## src/rtl/qvou_pkg.sv

```systemverilog
`timescale 1ns / 1ps
// ----------------------------------------------------------------------------
// qvou_pkg
// Types, constants and helpers shared by the q-voter opinion update unit.
// ----------------------------------------------------------------------------
package qvou_pkg;

    localparam int AGENTS_DEF    = 65536;
    localparam int MAX_GROUP_DEF = 4;
    localparam int FIELD_LIMIT   = 4;

    localparam int IDX_W     = 16;
    localparam int DRAW_W    = 16;
    localparam int RATE_W    = 17;
    localparam int CNT_W     = 17;
    localparam int GRP_W     = 3;
    localparam int CFG_IDX_W = 2;
    localparam int SLOT_W    = 3;

    localparam logic [GRP_W-1:0]  GROUP_SIZE_RST   = 3'd3;
    localparam logic [RATE_W-1:0] PRIVATE_RATE_RST = 17'd6554;
    localparam logic [RATE_W-1:0] INDEP_RATE_RST   = 17'd0;
    localparam logic [RATE_W-1:0] FLIP_RATE_RST    = 17'd32768;

    localparam logic ACT_LOAD   = 1'b0;
    localparam logic ACT_UPDATE = 1'b1;

    // entry layout: bit 0 public, bit 1 private
    localparam logic [1:0] OPINION_RST = 2'b11;

    typedef enum logic [CFG_IDX_W-1:0] {
        CFG_GROUP_SIZE   = 2'd0,
        CFG_PRIVATE_RATE = 2'd1,
        CFG_INDEP_RATE   = 2'd2,
        CFG_FLIP_RATE    = 2'd3
    } t_cfg_reg;

    typedef enum logic [2:0] {
        S_CLEAR,
        S_IDLE,
        S_READ,
        S_WAIT,
        S_EXEC
    } t_state;

    typedef struct packed {
        logic              action;
        logic [IDX_W-1:0]  agent;
        logic [IDX_W-1:0]  neighbour_a;
        logic [IDX_W-1:0]  neighbour_b;
        logic [IDX_W-1:0]  neighbour_c;
        logic [IDX_W-1:0]  neighbour_d;
        logic [DRAW_W-1:0] kind_draw;
        logic [DRAW_W-1:0] independence_draw;
        logic [DRAW_W-1:0] flip_draw;
        logic              load_public;
        logic              load_private;
    } t_in_item;

    typedef struct packed {
        logic             agent_public;
        logic             agent_private;
        logic [CNT_W-1:0] public_positive_count;
        logic [CNT_W-1:0] private_positive_count;
        logic [CNT_W-1:0] dissonant_count;
    } t_out_item;

    typedef struct packed {
        logic [GRP_W-1:0]  group_size;
        logic [RATE_W-1:0] private_rate;
        logic [RATE_W-1:0] independence_rate;
        logic [RATE_W-1:0] flip_rate;
    } t_cfg;

    function automatic logic [GRP_W-1:0] f_eff_group(
        input logic [GRP_W-1:0] g,
        input logic [GRP_W-1:0] lim
    );
        logic [GRP_W-1:0] r;
        r = g;
        if (r == '0) begin
            r = GRP_W'(1);
        end
        if (r > lim) begin
            r = lim;
        end
        return r;
    endfunction

endpackage

```

## src/rtl/qvou_decide.sv

```systemverilog
`timescale 1ns / 1ps
// ----------------------------------------------------------------------------
// qvou_decide
// Opinion rule: new public and private bits of one agent from its current
// bits, the public bits of its neighbours and the three draws.
// ----------------------------------------------------------------------------
module qvou_decide (
    input  logic [1:0]                             i_bits,
    input  logic [qvou_pkg::FIELD_LIMIT-1:0]       i_nb_pub,
    input  logic [qvou_pkg::GRP_W-1:0]             i_group,
    input  qvou_pkg::t_cfg                         i_cfg,
    input  qvou_pkg::t_in_item                     i_item,
    output logic [1:0]                             o_bits
);

    logic pub;
    logic priv;
    logic unanimous;
    logic any_match;
    logic kind_public;
    logic indep;
    logic flip;

    always_comb begin
        unanimous = 1'b1;
        any_match = 1'b0;
        for (int i = 0; i < qvou_pkg::FIELD_LIMIT; i++) begin
            if (qvou_pkg::GRP_W'(i) < i_group) begin
                if (i_nb_pub[i] != i_nb_pub[0]) begin
                    unanimous = 1'b0;
                end
                if (i_nb_pub[i] == i_bits[1]) begin
                    any_match = 1'b1;
                end
            end
        end
    end

    assign kind_public = {1'b0, i_item.kind_draw} > i_cfg.private_rate;
    assign indep       = {1'b0, i_item.independence_draw} < i_cfg.independence_rate;
    assign flip        = {1'b0, i_item.flip_draw} < i_cfg.flip_rate;

    always_comb begin
        pub  = i_bits[0];
        priv = i_bits[1];
        if (kind_public) begin
            if (indep) begin
                pub = priv;
            end else if (pub != priv) begin
                if (any_match) begin
                    pub = priv;
                end
            end else if (unanimous) begin
                pub = i_nb_pub[0];
            end
        end else begin
            if (indep) begin
                if (flip) begin
                    priv = ~priv;
                end
            end else if (unanimous) begin
                priv = i_nb_pub[0];
            end
        end
        o_bits = {priv, pub};
    end

endmodule

```

## config.mk

```make
export PLATFORM = sky130hd
export DESIGN_NAME = qvou_decide
export DESIGN_NICKNAME = d
export VERILOG_FILES = /design/src/rtl/qvou_pkg.sv /design/src/rtl/qvou_decide.sv
export SDC_FILE = /design/constraint.sdc
export NUM_CORES = 1
export LEC_CHECK = 0
export BUFFER_PORTS_ARGS = -buffer_cell sky130_fd_sc_hd__buf_2
export CAP_MARGIN = 5
export CORE_AREA = 2 2 76 78
export DETAILED_ROUTE_END_ITERATION = 8
export DIE_AREA = 0 0 78 80
export GPL_TIMING_DRIVEN = 0
export PLACE_DENSITY = 0.76
export SLEW_MARGIN = 15
export SYNTH_ARGS = -nofsm -noshare
export SYNTH_HDL_FRONTEND = slang
export SYNTH_SLANG_ARGS = --single-unit
```

## constraint.sdc

```tcl
create_clock -name vclk -period 1.9
set_input_delay 0 -clock vclk [all_inputs]
set_output_delay 0 -clock vclk [all_outputs]
set_load 0.01 [all_outputs]
```

==> impl_summary.log, run 1 <==
INFO  metric finalInstanceArea = 0.00205 mm^2
INFO  metric power.share.clock = 0%
INFO  metric cellInternalPower = 0.226 mW
INFO  metric synthDominantAreaCellType = sky130_fd_sc_hd__ha_1
INFO  metric max_slew.worst_pin.slew = 0.285 ns
INFO  metric run_status = completed
INFO  metric worstHoldPathType = in -> out
INFO  metric fp-row-count = 27
INFO  metric drt-pass1-iter-count = 4
INFO  metric p_switching = 0.187 mW
INFO  metric cellLeakagePower = 1.29 nW
INFO  metric first_global_vias = 1536
INFO  metric ys_seq_area_share = 0%
INFO  metric seq_area = 0 um^2
INFO  metric period_share = 95.4%
INFO  metric worstSetupEndpoint = o_bits[1]
INFO  metric drt_iter0_markers = 16
INFO  metric fmax = 0.552 GHz
INFO  metric timing.max_cap.violations = 0
INFO  metric grt.overflow.total = 0
INFO  metric report.final.setup_viol = 0
INFO  metric post_synth_inst_count = 190
INFO  metric routed_via_density = 4.45
INFO  metric post-layout-total-power = 0.413 mW
INFO  metric path_depth = 12
INFO  metric slowest_stage = sky130_fd_sc_hd__a221o_1
INFO  metric most_common_cell_on_crit_path = sky130_fd_sc_hd__buf_2
INFO  metric critical-path-max-stage-delay = 0.35 ns
INFO  metric detail_route.drc_violations = 0
INFO  metric final-max-slew-violation-count = 0
INFO  metric crit_chain = buf_2 -> inv_2 -> ha_4 -> a21o_1 -> a21oi_2 -> o21ai_1 -> a221o_1 -> o21a_1 -> a21oi_1 -> o22ai_1 -> buf_4 -> buf_2
INFO  metric final_layout_net_count = 543
INFO  metric boundaryPins = 196
INFO  metric place.detailed.hpwl = 3320 um
INFO  metric sequentialPowerShare = 0%
INFO  metric pwr-share-comb = 100.0%
INFO  metric synthDominantCellAreaShare = 43.0%
INFO  metric fp.dieH = 80 um
INFO  metric seq_cells = 0
INFO  metric area.growth.synth_to_final = 53.5%
INFO  metric power_density = 201 mW/mm^2
INFO  metric globalRouteTotalUtil = 10.4%
INFO  metric placed_area = 0.00198 mm^2
INFO  metric totalWireLength = 3550 um
INFO  metric drt-wirelength-per-cell = 9.51 um
INFO  metric finalHoldViolCount = 0
INFO  metric timing.final.crit_period = 1.81 ns
INFO  metric dieArea = 0.00624 mm^2
INFO  metric post-route-worst-setup-slack = 0.0876 ns
INFO  metric worst_ep_required_time = 1.90 ns
INFO  metric timing.setup.tns = 0 ns
INFO  metric initial_core_util = 24.8%
INFO  metric finalWeightedCongestion = 0.768
INFO  metric ys_warn_count = 0
INFO  metric setup.worst_path.start_class = input port
INFO  metric grt_max_degree = 6
INFO  metric synth_fp_nets = 430
INFO  metric syn_area_per_cell = 7.05 um^2
INFO  metric timing.critical_path.arrival = 1.81 ns
INFO  metric end_kind = output pin
INFO  metric timing.max_slew.rel_slack = 80.9%
INFO  metric yosysMostFrequentCell = sky130_fd_sc_hd__inv_1
INFO  metric critPathBufInv = 4
INFO  metric first_pass_grt_wire_length = 5680 um
INFO  metric initial_antenna_violation_count = 0
INFO  metric final_antenna_net_count = 0
INFO  metric layout-drive-gt1-share = 42.5%
INFO  metric vdd_drop_max = 0.0000604 V
INFO  metric crit_start = i_cfg[37]
INFO  metric switching_share = 45.2%
INFO  metric timing.setup.critical_path_class = in -> out
INFO  metric yosysUniqueCellTypes = 31
INFO  metric mappedNetlistArea = 0.00134 mm^2
INFO  metric cpLargestDelayFamily = compound AO/OA/AOI/OAI gates
INFO  metric chipWidth = 78 um
INFO  metric io_buffers = 110
INFO  metric coreArea = 0.00541 mm^2
INFO  metric placement.setup.worst_slack = -0.0626 ns
INFO  metric dr_total_vias = 1660
INFO  metric post_synth_most_frequent_cells = sky130_fd_sc_hd__inv_1, sky130_fd_sc_hd__ha_1, sky130_fd_sc_hd__a21oi_1
INFO  metric diodes = 0
INFO  metric synth_top_cells_by_area = sky130_fd_sc_hd__ha_1, sky130_fd_sc_hd__inv_1, sky130_fd_sc_hd__a21oi_1
INFO  metric grt_setup_unrepaired = false
INFO  metric hold_ws = 0.346 ns
INFO  metric clock_buffer_count = 0
INFO  metric filler_cell_count = 592
INFO  metric critPathMaxFanout = 3
[layout make-up]
type                       count  area, um^2  area share (%)
multi-input combinational    137        1190            58.1
timing repair buffer         112         572            27.8
inverter                      51         191            9.32
tap                           72        90.1            4.38
buffer                         1        7.51           0.365
[metal layers]
metal	vias up	global-route usage, %	part of all wire [%]
li1	883	-	-
met2	54	22.0	52
met1	721	12.0	41
met4	0	0	0.70
met5	-	0	0
met3	2	0.452	6.4
[cell families (layout without fill, tap and decap cells)]
logic type / count (synthesis) / count (layout) / share of synthesized area [%]
compound gates: 53 / 53 / 25.6
fa+ha+maj: 46 / 46 / 43.0
buf+inv: 53 / 164 / 15.4
mux: 3 / 3 / 2.62
simple gates: 35 / 35 / 13.4
[per-stage QoR]
stage | cells | utilization, %
4_1_cts | 373 | 37.0
5_1_grt | 373 | 38.0
6_report | 373 | 38.0
3_5_place_dp | 372 | 36.6
3_3_place_gp | 372 | 36.6
2_1_floorplan | 190 | -
[how the worst min path moves through the flow]
stage | slack [ns] | cells past startpoint | start | endpoint
after global placement | 0.46 | 4 | i_bits[0] | o_bits[0]
after CTS | 0.46 | 4 | i_bits[0] | o_bits[0]
after global routing | 0.38 | 3 | i_bits[0] | o_bits[0]
after detailed placement | 0.46 | 4 | i_bits[0] | o_bits[0]
after floorplan | 0.22 | 2 | i_bits[0] | o_bits[0]
final | 0.35 | 3 | i_bits[0] | o_bits[0]
[worst min-delay path, cell delays in order]
cell and delay [ns]:
sky130_fd_sc_hd__buf_2 0.11, sky130_fd_sc_hd__mux2_4 0.14, sky130_fd_sc_hd__buf_6 0.09
[power by group through the flow]
stage	sequential, mW	clock (mW)	combinational [mW]
CTS	0	0	0.401
global placement	0	0	0.378
floorplan	0	0	0.223
detailed placement	0	0	0.393
finish	0	0	0.413
global route	0	0	0.477
[cells in the final DEF (no fill, tap or decap), drive strengths merged]
cell / Yosys / layout
buf: 2 / 113
o32a: 1 / 1
o31ai: 1 / 1
nor3: 2 / 2
a41oi: 2 / 2
nand4b: 3 / 3
nor2b: 2 / 2
inv: 51 / 51
nor2: 6 / 6
nor4: 1 / 1
nand2b: 1 / 1
mux2i: 2 / 2
o211ai: 2 / 2
a211oi: 2 / 2
a21o: 7 / 7
o2111a: 1 / 1
ha: 46 / 46
mux2: 1 / 1
or2: 2 / 2
nand2: 10 / 10
nand3: 4 / 4
a211o: 1 / 1
o21a: 2 / 2
a221o: 1 / 1
a21oi: 23 / 23
o21ai: 8 / 8
o22ai: 2 / 2
nand4: 4 / 4
[what timing repair did]
| action | 4_1_cts | 5_1_grt |
|---|---|---|
| endpoints found under the setup margin | 2 | 2 |
| gates cloned | 0 | 0 |
| buffers inserted | 1 | 1 |
| hold buffers | 0 | 0 |
| pin swaps | 5 | 8 |
| gates resized for setup | 2 | 8 |
(Power assumes the default switching activity.)
==> run 2, diff against run 1 <==
==> constraint.sdc (replaced) <==
create_clock -name vclk -period 1.9
set_input_delay 0.095 -clock vclk [all_inputs]
set_output_delay 0.095 -clock vclk [all_outputs]
set_load 0.01 [all_outputs]
==> impl_summary.log, run 2 (synthesis gave the netlist of run 1 again) <==
INFO  metric cellInternalPower = 0.241 mW (+6.4%)
INFO  metric finalHoldViolCount = 0 (unchanged)
INFO  metric detail_route.drc_violations = 0 (unchanged)
INFO  metric power_density = 205 mW/mm^2 (+2.2%)
INFO  metric seq_area = 0 um^2 (unchanged)
INFO  metric boundaryPins = 196 (unchanged)
INFO  metric route.met2.wl = 1980 um (+7.1%)
INFO  metric timing.max_cap.violations = 0 (unchanged)
INFO  metric run_status = completed
INFO  metric diodes = 0 (unchanged)
INFO  metric fp-row-count = 27 (unchanged)
INFO  metric slowest_stage = sky130_fd_sc_hd__a221o_1
INFO  metric critPathMaxFanout = 3 (unchanged)
INFO  metric first_global_vias = 1555 (+1.2%)
INFO  metric hold-path-cell-count = 3 (unchanged)
INFO  metric finalWeightedCongestion = 0.768 (unchanged)
INFO  metric grt_setup_unrepaired = true
INFO  metric placed_area = 0.00198 mm^2 (unchanged)
INFO  metric end_kind = output pin
INFO  metric final_antenna_net_count = 0 (unchanged)
INFO  metric routed_via_density = 4.47 (+0.45%)
INFO  metric finalInstanceArea = 0.00213 mm^2 (+3.9%)
INFO  metric fmax = 0.530 GHz (-3.9%)
INFO  metric layout-drive-gt1-share = 46.3% (+3.8 points)
INFO  metric drt-pass1-iter-count = 4 (unchanged)
INFO  metric chipWidth = 78 um (unchanged)
INFO  metric report.final.setup_viol = 0 (unchanged)
INFO  metric place.detailed.hpwl = 3320 um (unchanged)
INFO  metric final-max-slew-violation-count = 0 (unchanged)
INFO  metric power.share.clock = 0% (unchanged)
INFO  metric postLayoutCoreUtil = 39.5% (+1.5 points)
INFO  metric vdd_drop_max = 0.0000669 V (+11%)
INFO  metric worst_ep_required_time = 1.80 ns (-0.10 ns)
INFO  metric period_share = 99.3% (+3.9 points)
INFO  metric drt_iter0_markers = 16 (unchanged)
INFO  metric clock_buffer_count = 0 (unchanged)
INFO  metric coreArea = 0.00541 mm^2 (unchanged)
INFO  metric switching_share = 45.1% (-0.099 points)
INFO  metric crit_chain = buf_2 -> inv_2 -> ha_4 -> a21o_1 -> a21oi_2 -> o21ai_1 -> a221o_1 -> o21a_2 -> mux2_4 -> buf_6
INFO  metric initial_antenna_violation_count = 0 (unchanged)
INFO  metric grt.overflow.total = 0 (unchanged)
INFO  metric globalRouteTotalUtil = 10.6% (+0.24 points)
INFO  metric cts.hold.buffers_added = 0 (unchanged)
INFO  metric met3RoutedLength = 244 um (+7.5%)
INFO  metric timing.setup.critical_path_class = in -> out
INFO  metric highest-signal-layer = met3
INFO  metric pwr-share-comb = 100.0% (about the same)
INFO  metric first_pass_grt_wire_length = 5810 um (+2.3%)
INFO  metric drt-wirelength-per-cell = 9.94 um (+4.5%)
INFO  metric p_switching = 0.198 mW (+5.9%)
INFO  metric worstHoldPathType = in -> out
INFO  metric max_slew.worst_pin.slew = 0.255 ns (-0.0298 ns)
INFO  metric setup.worst_path.start_class = input port
INFO  metric layout_commonest_cell = sky130_fd_sc_hd__buf_2
INFO  metric final_cell_mix = sky130_fd_sc_hd__buf_2, sky130_fd_sc_hd__inv_1, sky130_fd_sc_hd__ha_1, sky130_fd_sc_hd__a21oi_1, sky130_fd_sc_hd__nand2_1
INFO  metric dieArea = 0.00624 mm^2 (unchanged)
INFO  metric wl_met1 = 1470 um (+1.8%)
INFO  metric holdCritStartpoint = i_bits[0]
INFO  metric timing.critical_path.arrival = 1.79 ns (-0.02 ns)
INFO  metric seq_cells = 0 (unchanged)
INFO  metric fp.dieH = 80 um (unchanged)
INFO  metric sequentialPowerShare = 0% (unchanged)
INFO  metric io_buffers = 110 (unchanged)
INFO  metric grt_max_degree = 6 (unchanged)
INFO  metric critical-path-max-stage-delay = 0.32 ns (-0.03 ns)
INFO  metric dr_total_vias = 1663 (+0.18%)
INFO  metric timing.max_slew.rel_slack = 82.9% (+2.1 points)
INFO  metric area.growth.synth_to_final = 59.4%
INFO  metric cellLeakagePower = 1.29 nW (about the same)
INFO  metric final_layout_net_count = 542 (-0.18%)
INFO  metric hold_path_end = o_bits[0]
INFO  metric initial_core_util = 24.8% (unchanged)
INFO  metric totalWireLength = 3700 um (+4.2%)
INFO  metric timing.final.crit_period = 1.89 ns (+0.0740 ns)
==> run 2: changes by cell type in the layout (fill, tap and decap cells not counted), moves of 2 or more <==
| cell | change |
|---|---|
| sky130_fd_sc_hd__a21oi_1 | -2 |
| sky130_fd_sc_hd__a21oi_2 | +2 |
| sky130_fd_sc_hd__buf_2 | -2 |
| sky130_fd_sc_hd__buf_6 | +2 |
| sky130_fd_sc_hd__ha_1 | -5 |
| sky130_fd_sc_hd__ha_4 | +4 |
| sky130_fd_sc_hd__inv_1 | -2 |
==> run 2: per-stage QoR <==
stage / power (mW) / TNS [ns] / hold WS, ns / std cells / setup slack (ns)
after detailed placement: 0.393 / -0.439 / 0.652 / 372 / -0.253
after global routing: 0.502 / -0.146 / 0.565 / 372 / -0.0786
after global placement: 0.378 / -0.378 / 0.650 / 372 / -0.231
after floorplan: 0.223 / 0 / 0.406 / 190 / 0.0678
after CTS: 0.428 / 0 / 0.547 / 372 / 0.00293
final: 0.439 / 0 / 0.536 / 372 / 0.0136
==> run 2: how the worst max path moves through the flow <==
stage / from / end / slack (ns)
global placement: i_cfg[37] / o_bits[0] / -0.23
finish: i_cfg[37] / o_bits[0] / 0.01
floorplan: i_cfg[37] / o_bits[0] / 0.07
detailed placement: i_cfg[37] / o_bits[0] / -0.25
global route: i_cfg[27] / o_bits[1] / -0.08
CTS: i_item[28] / o_bits[1] / 0.003
==> run 2: worst max-delay path, delay by kind of cell <==
| kind | cells | cell delay (ns) |
|---|---|---|
| compound gates | 5 | 0.92 |
| fa+ha+maj | 1 | 0.19 |
| buf+inv | 3 | 0.28 |
| mux | 1 | 0.31 |
==> run 2: what timing repair did <==
| action | CTS | global route |
|---|---|---|
| pin swaps | 17 | 9 |
| hold endpoints to repair | 0 | 0 |
| gates resized for setup | 17 | 10 |
| buffers inserted | 1 | 1 |
| setup endpoints to repair | 2 | 2 |
==> run 2: routing by layer <==
metal	GRT usage, %	up-vias
met5	0	-
met2	22.5	52
met3	0.452	0
met4	0	0
li1	-	881
met1	12.3	730
==> run 2: final cells by class <==
class | count | area (um^2)
timing repair buffer | 112 | 584
inverter | 51 | 194
multi-input combinational | 137 | 1270
tap | 72 | 90.1
fill | 582 | 3270
==> run 2: power by group through the flow <==
stage          clock, mW  sequential [mW]  combinational (mW)
6_report               0                0               0.439
5_1_grt                0                0               0.502
4_1_cts                0                0               0.428
3_5_place_dp           0                0               0.393
3_3_place_gp           0                0               0.378
2_1_floorplan          0                0               0.223
